### src/rtl/pms_pkg.sv
package pms_pkg;

  // field widths
  localparam int RAW_W  = 16;
  localparam int GAIN_W = 10;
  localparam int DPI_W  = 15;
  localparam int REM_W  = 24;
  localparam int OUT_W  = 32;
  localparam int STAT_W = 3;

  // configuration port
  localparam int CFG_IDX_W = 2;
  localparam int CFG_W     = DPI_W;
  localparam logic [CFG_IDX_W-1:0] CFG_GAIN = 2'd0;
  localparam logic [CFG_IDX_W-1:0] CFG_DPI  = 2'd1;

  // scaling constants
  localparam int REFERENCE_DPI = 1000;
  localparam int MIN_GAIN      = 1;
  localparam int MAX_GAIN      = 1000;
  localparam int MIN_DPI       = 100;
  localparam int MAX_DPI       = 32000;
  localparam int MAX_MOTION    = 32767;
  localparam int DPI_SCALE     = 100;
  localparam logic [GAIN_W-1:0] GAIN_RESET = 10'd100;

  // datapath widths: |raw| * gain * REFERENCE_DPI + remainder stays below 2^35
  localparam int MULT_W = 20;
  localparam int ACC_W  = 36;
  localparam int NUM_W  = ACC_W + 1;
  localparam int MAG_W  = ACC_W;
  localparam int DIV_W  = 22;

  localparam int MUL_STEPS = RAW_W;
  localparam int DIV_STEPS = MAG_W;

  localparam logic signed [NUM_W-1:0] MOTION_HI = NUM_W'(MAX_MOTION);
  localparam logic signed [NUM_W-1:0] MOTION_LO = -NUM_W'(MAX_MOTION);

  typedef enum logic [STAT_W-1:0] {
    STAT_MOTION  = 3'd0,
    STAT_ZERO    = 3'd1,
    STAT_BADCAL  = 3'd2,
    STAT_RANGE   = 3'd3,
    STAT_INVALID = 3'd4
  } pms_status_t;

  typedef enum logic [1:0] {
    ST_IDLE,
    ST_MUL,
    ST_DIV,
    ST_DONE
  } pms_state_t;

  typedef struct packed {
    logic busy;
    logic done;
  } pms_unit_sts_t;

endpackage

### src/rtl/pms_if.sv
interface pms_in_if;
  logic                              valid;
  logic                              ready;
  logic signed [pms_pkg::RAW_W-1:0]  raw_dx;
  logic signed [pms_pkg::RAW_W-1:0]  raw_dy;

  modport source (output valid, output raw_dx, output raw_dy, input ready);
  modport sink   (input valid, input raw_dx, input raw_dy, output ready);
endinterface

interface pms_out_if;
  logic                              valid;
  logic                              ready;
  logic [pms_pkg::STAT_W-1:0]        status;
  logic signed [pms_pkg::OUT_W-1:0]  scaled_dx;
  logic signed [pms_pkg::OUT_W-1:0]  scaled_dy;

  modport source (output valid, output status, output scaled_dx, output scaled_dy,
                  input ready);
  modport sink   (input valid, input status, input scaled_dx, input scaled_dy,
                  output ready);
endinterface

### src/rtl/pointer_motion_scaler.sv
// Pointer motion scaler: scales a raw relative mouse delta pair by the
// pointer gain and the source resolution, carrying the division remainder
// of each axis from one report to the next.
// Channels: in_ch takes a request of raw_dx/raw_dy (16-bit signed); out_ch
// returns one request per input with status, scaled_dx and scaled_dy (the
// deltas are zero unless status is motion). Both use valid/ready.
// Configuration: cfg_we/cfg_index/cfg_wdata write gain_percent (index 0) and
// source_dpi (index 1); other indexes are dropped. Write only while idle.
// Sequence: a calibrated request passes through the bit-serial multiplier
// (16 shift-add steps over the raw count plus the remainder add), then the
// restoring divider, one quotient bit a cycle, then the done state that
// loads the output register. A bad calibration goes from idle straight to
// the done state, with the remainders left as they are.
// Flow: in_ch.ready is high only while idle, so a new request is not taken
// until the last one is finished. A finished result waits in the output
// register, so the next request is taken while the receiver stalls; a second
// finished result then holds until the first is taken.
// Reset: gain_percent returns to 100, source_dpi to 0, both remainders to
// zero and the output register empties.
module pointer_motion_scaler (
  input  logic                                 clk,
  input  logic                                 rst_n,
  pms_in_if.sink                               in_ch,
  pms_out_if.source                            out_ch,
  input  logic                                 cfg_we,
  input  logic [pms_pkg::CFG_IDX_W-1:0]        cfg_index,
  input  logic [pms_pkg::CFG_W-1:0]            cfg_wdata
);

  // configuration registers
  logic [pms_pkg::GAIN_W-1:0] gain_r;
  logic [pms_pkg::DPI_W-1:0]  dpi_r;

  // sequencer and carried state
  pms_pkg::pms_state_t          state_r, state_nxt;
  logic                         badcal_r;
  logic [pms_pkg::DIV_W-1:0]    divisor_r;
  logic signed [pms_pkg::REM_W-1:0] rem_x_r;
  logic signed [pms_pkg::REM_W-1:0] rem_y_r;

  // output register
  logic                             ovalid_r;
  logic [pms_pkg::STAT_W-1:0]       ostatus_r;
  logic signed [pms_pkg::OUT_W-1:0] odx_r;
  logic signed [pms_pkg::OUT_W-1:0] ody_r;

  logic                             accept;
  logic                             cal_ok;
  logic [pms_pkg::MULT_W-1:0]       mult;
  logic [pms_pkg::DIV_W-1:0]        divisor;
  logic                             start_mul;
  logic                             start_div;
  logic                             load_out;
  logic                             in_ready;

  logic signed [pms_pkg::NUM_W-1:0] num_x, num_y;
  logic signed [pms_pkg::NUM_W-1:0] quot_x, quot_y;
  logic signed [pms_pkg::REM_W-1:0] rem_x, rem_y;
  pms_pkg::pms_unit_sts_t           mul_x_sts, mul_y_sts, div_x_sts, div_y_sts;

  pms_pkg::pms_status_t             status;
  logic                             fit_x, fit_y, zero_xy, mot_x, mot_y;

  // config writes, masked to register width
  always_ff @(posedge clk) begin
    if (!rst_n) begin
      gain_r <= pms_pkg::GAIN_RESET;
      dpi_r  <= '0;
    end else if (cfg_we) begin
      unique case (cfg_index)
        pms_pkg::CFG_GAIN: gain_r <= cfg_wdata[pms_pkg::GAIN_W-1:0];
        pms_pkg::CFG_DPI:  dpi_r  <= cfg_wdata[pms_pkg::DPI_W-1:0];
        default: ;
      endcase
    end
  end

  assign cal_ok = (gain_r >= pms_pkg::GAIN_W'(pms_pkg::MIN_GAIN)) &&
                  (gain_r <= pms_pkg::GAIN_W'(pms_pkg::MAX_GAIN)) &&
                  ((dpi_r == '0) ||
                   ((dpi_r >= pms_pkg::DPI_W'(pms_pkg::MIN_DPI)) &&
                    (dpi_r <= pms_pkg::DPI_W'(pms_pkg::MAX_DPI))));

  // without a source resolution, no normalisation: factor 1, divisor 100
  assign mult    = (dpi_r == '0) ? pms_pkg::MULT_W'(gain_r)
                                 : pms_pkg::MULT_W'(32'(gain_r) * 32'(pms_pkg::REFERENCE_DPI));
  assign divisor = (dpi_r == '0) ? pms_pkg::DIV_W'(pms_pkg::DPI_SCALE)
                                 : pms_pkg::DIV_W'(32'(dpi_r) * 32'(pms_pkg::DPI_SCALE));

  assign accept = in_ch.valid && in_ready;

  // next state
  always_comb begin
    state_nxt = state_r;
    unique case (state_r)
      pms_pkg::ST_IDLE: begin
        if (accept) begin
          state_nxt = cal_ok ? pms_pkg::ST_MUL : pms_pkg::ST_DONE;
        end
      end
      pms_pkg::ST_MUL: begin
        if (mul_x_sts.done && mul_y_sts.done) begin
          state_nxt = pms_pkg::ST_DIV;
        end
      end
      pms_pkg::ST_DIV: begin
        if (div_x_sts.done && div_y_sts.done) begin
          state_nxt = pms_pkg::ST_DONE;
        end
      end
      pms_pkg::ST_DONE: begin
        if (!ovalid_r || out_ch.ready) begin
          state_nxt = pms_pkg::ST_IDLE;
        end
      end
      default: state_nxt = pms_pkg::ST_IDLE;
    endcase
  end

  // sequencer outputs
  always_comb begin
    in_ready  = 1'b0;
    start_mul = 1'b0;
    start_div = 1'b0;
    load_out  = 1'b0;
    unique case (state_r)
      pms_pkg::ST_IDLE: begin
        in_ready  = 1'b1;
        start_mul = in_ch.valid && cal_ok;
      end
      pms_pkg::ST_MUL: begin
        start_div = mul_x_sts.done && mul_y_sts.done;
      end
      pms_pkg::ST_DIV: ;
      pms_pkg::ST_DONE: begin
        load_out = !ovalid_r || out_ch.ready;
      end
      default: ;
    endcase
  end

  always_ff @(posedge clk) begin
    if (!rst_n) begin
      state_r <= pms_pkg::ST_IDLE;
    end else begin
      state_r <= state_nxt;
    end
  end

  // latch calibration verdict and divisor with the request
  always_ff @(posedge clk) begin
    if (accept) begin
      badcal_r  <= !cal_ok;
      divisor_r <= divisor;
    end
  end

  pms_mul u_mul_x (
    .clk   (clk),
    .rst_n (rst_n),
    .start (start_mul),
    .raw   (in_ch.raw_dx),
    .mult  (mult),
    .rem   (rem_x_r),
    .num   (num_x),
    .sts   (mul_x_sts)
  );

  pms_mul u_mul_y (
    .clk   (clk),
    .rst_n (rst_n),
    .start (start_mul),
    .raw   (in_ch.raw_dy),
    .mult  (mult),
    .rem   (rem_y_r),
    .num   (num_y),
    .sts   (mul_y_sts)
  );

  pms_div u_div_x (
    .clk     (clk),
    .rst_n   (rst_n),
    .start   (start_div),
    .num     (num_x),
    .divisor (divisor_r),
    .quot    (quot_x),
    .rem     (rem_x),
    .sts     (div_x_sts)
  );

  pms_div u_div_y (
    .clk     (clk),
    .rst_n   (rst_n),
    .start   (start_div),
    .num     (num_y),
    .divisor (divisor_r),
    .quot    (quot_y),
    .rem     (rem_y),
    .sts     (div_y_sts)
  );

  // status: bad calibration first, then range, then zero motion, then the motion limit
  assign fit_x   = (&quot_x[pms_pkg::NUM_W-1:pms_pkg::OUT_W-1]) ||
                   !(|quot_x[pms_pkg::NUM_W-1:pms_pkg::OUT_W-1]);
  assign fit_y   = (&quot_y[pms_pkg::NUM_W-1:pms_pkg::OUT_W-1]) ||
                   !(|quot_y[pms_pkg::NUM_W-1:pms_pkg::OUT_W-1]);
  assign zero_xy = (quot_x == '0) && (quot_y == '0);
  assign mot_x   = (quot_x >= pms_pkg::MOTION_LO) && (quot_x <= pms_pkg::MOTION_HI);
  assign mot_y   = (quot_y >= pms_pkg::MOTION_LO) && (quot_y <= pms_pkg::MOTION_HI);

  always_comb begin
    priority if (badcal_r) begin
      status = pms_pkg::STAT_BADCAL;
    end else if (!fit_x || !fit_y) begin
      status = pms_pkg::STAT_RANGE;
    end else if (zero_xy) begin
      status = pms_pkg::STAT_ZERO;
    end else if (!mot_x || !mot_y) begin
      status = pms_pkg::STAT_INVALID;
    end else begin
      status = pms_pkg::STAT_MOTION;
    end
  end

  // carry remainders on every calibrated request, whatever its status
  always_ff @(posedge clk) begin
    if (!rst_n) begin
      rem_x_r <= '0;
      rem_y_r <= '0;
    end else if (load_out && !badcal_r) begin
      rem_x_r <= rem_x;
      rem_y_r <= rem_y;
    end
  end

  // output register: hold until taken, refill from the finished request
  always_ff @(posedge clk) begin
    if (!rst_n) begin
      ovalid_r <= 1'b0;
    end else if (load_out) begin
      ovalid_r <= 1'b1;
    end else if (out_ch.ready) begin
      ovalid_r <= 1'b0;
    end
  end

  always_ff @(posedge clk) begin
    if (load_out) begin
      ostatus_r <= status;
      odx_r     <= (status == pms_pkg::STAT_MOTION) ? quot_x[pms_pkg::OUT_W-1:0] : '0;
      ody_r     <= (status == pms_pkg::STAT_MOTION) ? quot_y[pms_pkg::OUT_W-1:0] : '0;
    end
  end

  assign in_ch.ready      = in_ready;
  assign out_ch.valid     = ovalid_r;
  assign out_ch.status    = ostatus_r;
  assign out_ch.scaled_dx = odx_r;
  assign out_ch.scaled_dy = ody_r;

endmodule

### src/rtl/pms_mul.sv
module pms_mul (
  input  logic                                  clk,
  input  logic                                  rst_n,
  input  logic                                  start,
  input  logic signed [pms_pkg::RAW_W-1:0]      raw,
  input  logic        [pms_pkg::MULT_W-1:0]     mult,
  input  logic signed [pms_pkg::REM_W-1:0]      rem,
  output logic signed [pms_pkg::NUM_W-1:0]      num,
  output pms_pkg::pms_unit_sts_t                sts
);

  localparam int CNT_W = $clog2(pms_pkg::MUL_STEPS + 1);

  logic                            busy_r, busy_nxt;
  logic                            done_r, done_nxt;
  logic [CNT_W-1:0]                cnt_r, cnt_nxt;
  logic [pms_pkg::RAW_W-1:0]       mag_r;
  logic [pms_pkg::ACC_W-1:0]       mcand_r;
  logic [pms_pkg::ACC_W-1:0]       acc_r;
  logic                            neg_r;
  logic signed [pms_pkg::NUM_W-1:0] num_r;

  logic [pms_pkg::RAW_W-1:0]       raw_u;
  logic                            last;
  logic signed [pms_pkg::NUM_W-1:0] acc_s;
  logic signed [pms_pkg::NUM_W-1:0] rem_ext;

  assign raw_u   = raw;
  assign last    = (cnt_r == CNT_W'(pms_pkg::MUL_STEPS));
  assign acc_s   = $signed({1'b0, acc_r});
  assign rem_ext = $signed({{(pms_pkg::NUM_W-pms_pkg::REM_W){rem[pms_pkg::REM_W-1]}}, rem});

  always_comb begin
    busy_nxt = busy_r;
    done_nxt = done_r;
    cnt_nxt  = cnt_r;
    if (start) begin
      busy_nxt = 1'b1;
      done_nxt = 1'b0;
      cnt_nxt  = '0;
    end else if (busy_r && !last) begin
      cnt_nxt = cnt_r + CNT_W'(1);
    end else if (busy_r) begin
      busy_nxt = 1'b0;
      done_nxt = 1'b1;
    end
  end

  always_ff @(posedge clk) begin
    if (!rst_n) begin
      busy_r <= 1'b0;
      done_r <= 1'b0;
      cnt_r  <= '0;
    end else begin
      busy_r <= busy_nxt;
      done_r <= done_nxt;
      cnt_r  <= cnt_nxt;
    end
  end

  // shift-add over the magnitude of the raw count, one bit a cycle
  always_ff @(posedge clk) begin
    if (start) begin
      mag_r   <= raw_u[pms_pkg::RAW_W-1] ? pms_pkg::RAW_W'(~raw_u + pms_pkg::RAW_W'(1))
                                         : raw_u;
      mcand_r <= pms_pkg::ACC_W'(mult);
      acc_r   <= '0;
      neg_r   <= raw_u[pms_pkg::RAW_W-1];
    end else if (busy_r && !last) begin
      if (mag_r[0]) begin
        acc_r <= acc_r + mcand_r;
      end
      mcand_r <= {mcand_r[pms_pkg::ACC_W-2:0], 1'b0};
      mag_r   <= {1'b0, mag_r[pms_pkg::RAW_W-1:1]};
    end else if (busy_r) begin
      num_r <= (neg_r ? -acc_s : acc_s) + rem_ext;
    end
  end

  assign num      = num_r;
  assign sts.busy = busy_r;
  assign sts.done = done_r;

endmodule

### src/rtl/pms_div.sv
module pms_div (
  input  logic                                  clk,
  input  logic                                  rst_n,
  input  logic                                  start,
  input  logic signed [pms_pkg::NUM_W-1:0]      num,
  input  logic        [pms_pkg::DIV_W-1:0]      divisor,
  output logic signed [pms_pkg::NUM_W-1:0]      quot,
  output logic signed [pms_pkg::REM_W-1:0]      rem,
  output pms_pkg::pms_unit_sts_t                sts
);

  localparam int CNT_W = $clog2(pms_pkg::DIV_STEPS);

  logic                        busy_r, busy_nxt;
  logic                        done_r, done_nxt;
  logic [CNT_W-1:0]            cnt_r, cnt_nxt;
  logic [pms_pkg::MAG_W-1:0]   q_r;
  logic [pms_pkg::DIV_W-1:0]   pr_r;
  logic [pms_pkg::DIV_W-1:0]   d_r;
  logic                        neg_r;

  logic                             last;
  logic signed [pms_pkg::NUM_W-1:0] num_neg;
  logic [pms_pkg::DIV_W:0]          shifted;
  logic [pms_pkg::DIV_W:0]          diff;
  logic                             ge;
  logic signed [pms_pkg::NUM_W-1:0] q_ext;
  logic signed [pms_pkg::REM_W-1:0] r_ext;

  assign last    = (cnt_r == CNT_W'(pms_pkg::DIV_STEPS - 1));
  assign num_neg = -num;
  assign shifted = {pr_r, q_r[pms_pkg::MAG_W-1]};
  assign ge      = (shifted >= {1'b0, d_r});
  assign diff    = shifted - {1'b0, d_r};

  always_comb begin
    busy_nxt = busy_r;
    done_nxt = done_r;
    cnt_nxt  = cnt_r;
    if (start) begin
      busy_nxt = 1'b1;
      done_nxt = 1'b0;
      cnt_nxt  = '0;
    end else if (busy_r) begin
      cnt_nxt = cnt_r + CNT_W'(1);
      if (last) begin
        busy_nxt = 1'b0;
        done_nxt = 1'b1;
      end
    end
  end

  always_ff @(posedge clk) begin
    if (!rst_n) begin
      busy_r <= 1'b0;
      done_r <= 1'b0;
      cnt_r  <= '0;
    end else begin
      busy_r <= busy_nxt;
      done_r <= done_nxt;
      cnt_r  <= cnt_nxt;
    end
  end

  // restoring division of the magnitude, one quotient bit a cycle
  always_ff @(posedge clk) begin
    if (start) begin
      q_r   <= num[pms_pkg::NUM_W-1] ? num_neg[pms_pkg::MAG_W-1:0] : num[pms_pkg::MAG_W-1:0];
      pr_r  <= '0;
      d_r   <= divisor;
      neg_r <= num[pms_pkg::NUM_W-1];
    end else if (busy_r) begin
      pr_r <= ge ? diff[pms_pkg::DIV_W-1:0] : shifted[pms_pkg::DIV_W-1:0];
      q_r  <= {q_r[pms_pkg::MAG_W-2:0], ge};
    end
  end

  // truncation toward zero: both results take the sign of the dividend
  assign q_ext    = $signed({1'b0, q_r});
  assign r_ext    = $signed({{(pms_pkg::REM_W-pms_pkg::DIV_W){1'b0}}, pr_r});
  assign quot     = neg_r ? -q_ext : q_ext;
  assign rem      = neg_r ? -r_ext : r_ext;
  assign sts.busy = busy_r;
  assign sts.done = done_r;

endmodule
### src/flat_wrapper.sv
// flat-port wrapper written by rule: the top's interface ports become plain ports
module pointer_motion_scaler_flat 
  (clk, rst_n, cfg_we, cfg_index, cfg_wdata, in_ch_valid, in_ch_raw_dx, in_ch_raw_dy, in_ch_ready, out_ch_valid, out_ch_status, out_ch_scaled_dx, out_ch_scaled_dy, out_ch_ready);
  pms_in_if in_ch_i ();
  pms_out_if out_ch_i ();
  input  logic clk;
  input  logic rst_n;
  input  logic cfg_we;
  input  logic [pms_pkg::CFG_IDX_W-1:0] cfg_index;
  input  logic [pms_pkg::CFG_W-1:0] cfg_wdata;
  input wire logic [$bits(in_ch_i.valid)-1:0] in_ch_valid;
  input wire logic [$bits(in_ch_i.raw_dx)-1:0] in_ch_raw_dx;
  input wire logic [$bits(in_ch_i.raw_dy)-1:0] in_ch_raw_dy;
  output wire logic [$bits(in_ch_i.ready)-1:0] in_ch_ready;
  output wire logic [$bits(out_ch_i.valid)-1:0] out_ch_valid;
  output wire logic [$bits(out_ch_i.status)-1:0] out_ch_status;
  output wire logic [$bits(out_ch_i.scaled_dx)-1:0] out_ch_scaled_dx;
  output wire logic [$bits(out_ch_i.scaled_dy)-1:0] out_ch_scaled_dy;
  input wire logic [$bits(out_ch_i.ready)-1:0] out_ch_ready;
  assign in_ch_i.valid = in_ch_valid;
  assign in_ch_i.raw_dx = in_ch_raw_dx;
  assign in_ch_i.raw_dy = in_ch_raw_dy;
  assign in_ch_ready = in_ch_i.ready;
  assign out_ch_valid = out_ch_i.valid;
  assign out_ch_status = out_ch_i.status;
  assign out_ch_scaled_dx = out_ch_i.scaled_dx;
  assign out_ch_scaled_dy = out_ch_i.scaled_dy;
  assign out_ch_i.ready = out_ch_ready;
  pointer_motion_scaler u_core (.clk(clk), .rst_n(rst_n), .in_ch(in_ch_i), .out_ch(out_ch_i), .cfg_we(cfg_we), .cfg_index(cfg_index), .cfg_wdata(cfg_wdata));
endmodule
### config.mk
export PLATFORM = sky130hd
export DESIGN_NAME = pointer_motion_scaler_flat
export DESIGN_NICKNAME = d
export VERILOG_FILES = /design/src/rtl/pms_pkg.sv /design/src/rtl/pms_if.sv /design/src/rtl/pointer_motion_scaler.sv /design/src/rtl/pms_mul.sv /design/src/rtl/pms_div.sv /design/src/flat_wrapper.sv
export SDC_FILE = /design/constraint.sdc
export NUM_CORES = 2
export LEC_CHECK = 0
export BUFFER_PORTS_ARGS = -buffer_cell sky130_fd_sc_hd__buf_4
export CORE_MARGIN = 3
export CORE_UTILIZATION = 50
export DETAILED_ROUTE_END_ITERATION = 10
export GPL_ROUTABILITY_DRIVEN = 0
export GPL_TIMING_DRIVEN = 0
export PLACE_DENSITY = 0.68
export SKIP_CTS_REPAIR_TIMING = 1
export SLEW_MARGIN = 25
export SYNTH_ARGS = -nofsm -noshare
export SYNTH_HDL_FRONTEND = slang
export SYNTH_SLANG_ARGS = --single-unit
### constraint.sdc
create_clock -name clk -period 6.9 [get_ports clk]
set_input_delay 0.345 -clock clk [delete_from_list [all_inputs] [get_ports clk]]
set_output_delay 0.345 -clock clk [all_outputs]
set_load 0.02 [all_outputs]
==> metrics.yaml <==
global_routing:
  grt_antenna_before_repair: 0
  grt_pass1_vias: 31260
  grt_pass1_wl_mm: 171.5
  grt_max_degree: 62
  gr-total-overflow: 0
  grt_use_total_pct: 24.91
status:
  violations: "negative hold slack"
  outcome: "complete, but fails checks"
timing:
  finalHoldViolations: 2
  rsz0062_at_grt: "false"
  slew_viol_final: 0
  setup_viol: 0
  relSlewSlack_pct: 32.26
  tns_ns: 0
  worstMarginPinSlew_ns: 1.007
  fin_crit_ns: 5.793
  fin_skew_ns: 0.02414
  post-route-period-util_pct: 83.95
  clock.fmax_mhz: 172.6
  hold_slack_ns: -0.006197
worst_setup_path:
  arrival_ns: 6.14
  path_cells: "or3_1 -> or2_2 -> or4_1 -> nor2_1 -> nand2_1 -> or3_1 -> o21ai_0 -> xnor2_1 -> ha_1 -> a21o_1 -> a21o_1 -> a2111o_1 -> a2111oi_0 -> o31a_1 -> o21ai_0 -> nor3_1 -> o21ai_0 -> a21oi_1 -> xnor2_1"
  cp_slowest_cell: "a2111oi_0"
  critical-path-max-stage-delay_ns: 0.72
  cp.required_ns: 7.25
  path_class: "register to register"
  path_max_fanout: 6
  worstSetupStartpointType: "register"
  cp_common_cell: "o21ai_0"
  cp-end-kind: "register"
pwr:
  p_per_area_nw_per_um2: 287.8
  power.leakage_nw: 18.84
  vdd_drop_max_mv: 0.1702
  power_mw: 12.99
clocking:
  cts.sinks: 584
  cts-root-buf: "clkbuf_16"
  clk_pin_slew_ns: 0.06
  cts_buffers: 67
  htreeDepth: 3
  cts_tree: "done"
  clk-insertion-delay-late_ns: 0.61
  ctsLongestPathBuffers: 3
logic_synthesis:
  synth_flop_cell: "edfxtp_1"
  synth-edff-count: 330
  synth_seq_cells: 584
  ys_types: 80
  ys_warn_count: 0
  synthCells: 4531
  syn_avg_cell_area_um2: 8.945
  syn_nets: 4956
  syn_area_um2: 40530
  yosysSeqAreaShare_pct: 37.00
  synthArstFlopShare_pct: 0
routing:
  ant_nets: 0
  wl_mm: 108.0
  drt_first_pass_iters: 6
  drt_iter0_drc: 2935
  viasPerCell: 5.755
  vias: 33580
  drc: 0
  routedWlPerCell_um: 18.51
die:
  core_area_um2: 79640
  num_io_pins: 123
  placementRows: 103
  die_w_um: 290.7
  start_util_pct: 50.89
  die_h_um: 290.7
  die_area_um2: 84510
hold_path:
  hp-class: "input pin to register"
placed_design:
  placed_area_um2: 42950
  dpl.hpwl_mm: 84.76
  port-buffer-count: 121
cells_and_area:
  design_area_um2: 45130
  num-fill-cells: 7215
  final_net_count: 5157
  areaGrowthSynthToFinish_pct: 11.35
  drive_gt1_share_pct: 6.498
  diodes: 0
job:
  cap_violations: 0
## stage by stage
step | setup slack (ns) | hold WS, ns | cells | util (%)
finish | 1.107 | -0.006197 | 5836 | 56.66
global route | 0.6840 | 0.002229 | 5836 | 56.66
CTS | 1.111 | -0.06462 | 5832 | 56.61
detailed placement | 1.158 | 0.4045 | 5709 | 53.93
global placement | 1.200 | 0.4064 | 5702 | 53.68
floorplan | 1.887 | 0.4003 | 4531 | -
## cell type report
class	instances	area, µm²	area share (%)
Clock buffer	86	1832	4.059
Tap cell	1050	1314	2.911
Multi-Input combinational cell	3536	23950	53.07
Sequential cell	584	14990	33.23
Buffer	197	798.3	1.769
Timing Repair Buffer	132	1134	2.512
Inverter	214	805.8	1.785
Clock inverter	37	304.0	0.6737
## per-layer routing
layer / global-route usage, % / wire [µm]
met5: 0 / 0
met4: 8.807 / 3770
met3: 3.011 / 6259
met1: 34.95 / 49950
met2: 39.74 / 48030
## power by group
group	switching (mW)	internal (mW)	total, mW	leakage, nW
clock	1.50	2.00	3.51	1.04
combinational	2.77	1.91	4.68	12.7
sequential	0.496	4.30	4.80	5.14
total	4.77	8.22	13.0	18.8
## kinds of logic (layout without fill, tap and decap cells)
kind of cell,Yosys count,after routing,share of synthesized area [%]
xor+xnor,427,427,9.228
buf+inv,411,666,3.942
fa+ha+maj,371,371,12.31
simple gates,1514,1514,17.60
compound gates,1167,1167,18.49
flops,584,584,37.00
mux,57,57,1.445
## final timing paths
path / slack (ns) / cells after the start / endpoint / startpoint
hold reg to reg: 0.41 / 0 / u_core.u_div_x.d_r[11] / u_core.divisor_r[11]
setup / recovery: 1.11 / 19 / u_core.u_mul_y.num[36] / u_core.u_mul_y.acc_r[2]
setup reg to reg: 1.11 / 19 / u_core.u_mul_y.num[36] / u_core.u_mul_y.acc_r[2]
hold / removal: -0.006 / 3 / u_core.gain_r[5] / cfg_wdata[5]
## synthesized netlist by cell type (35+ instances only)
library cell  count  area, µm²
mux2i_1          45      450.4
a21oi_1         288       1441
o21a_1           52      390.4
clkbuf_1        170      638.1
inv_1           212      795.8
a31oi_1          35      219.0
o21ai_0         323       1617
xnor2_1         194       1699
nand3_1          75      375.4
dfxtp_1         254       5085
a211oi_1         36      270.3
ha_1            325       4066
fa_1             46      920.9
a21o_1           67      503.0
o211a_1          47      470.5
or4_1            43      322.8
nand4_1          46      287.8
nor2_1          318       1194
xor2_1          233       2041
nand2b_1         36      225.2
a21boi_0         43      322.8
nand2_1         630       2365
nor3_1           80      400.4
nor2b_1          36      225.2
o31ai_1          83      623.1
or3_1            78      488.0
edfxtp_1        330       9910
## state kept, by name, indices dropped and copies added (netlist names), 32 cells and up
name	count
u_core.u_div_y.q_r	36
u_core.u_mul_y.acc_r	36
u_core.u_div_x.q_r	36
u_core.u_mul_x.acc_r	36
u_core.u_mul_x.num	37
u_core.u_mul_x.mcand_r	36
u_core.u_mul_y.mcand_r	36
u_core.u_mul_y.num	37
u_core.out_ch.scaled_dy	32
u_core.out_ch.scaled_dx	32
## worst max-delay path, delay by kind of cell (launching register included)
| kind | cells | cell delay [ns] |
|---|---|---|
| AOI/OAI and AO/OA | 9 | 2.58 |
| and+or+nand+nor | 7 | 2.03 |
| DFF | 1 | 0.38 |
| adders and majority gates | 1 | 0.32 |
| xor gates and xnor gates | 2 | 0.23 |
## cells in the final DEF (no fill, tap or decap), types with 13 or more instances in the layout
master and n:
o21a_1 52, xnor2_1 194, nor2_1 318, nor4_1 29
xor2_1 233, nand2_1 627, clkbuf_16 69, or2_2 32
edfxtp_1 330, ha_1 325, nor2b_1 36, nand4_1 46
or4_1 43, a21o_1 67, mux2i_1 45, or3_1 78
and2_1 13, o21bai_1 24, o31ai_1 83, dfxtp_1 254
inv_1 210, buf_1 18, o211ai_1 29, a31oi_1 35
and3_1 30, nand2b_1 36, o41ai_1 33, clkbuf_1 179
a211oi_1 36, nand3_1 75, a21oi_1 288, nor3_1 80
buf_4 121, a21boi_0 43, o211a_1 47, fa_1 46
o21ai_0 323
Power figures use the tool's default switching activity.
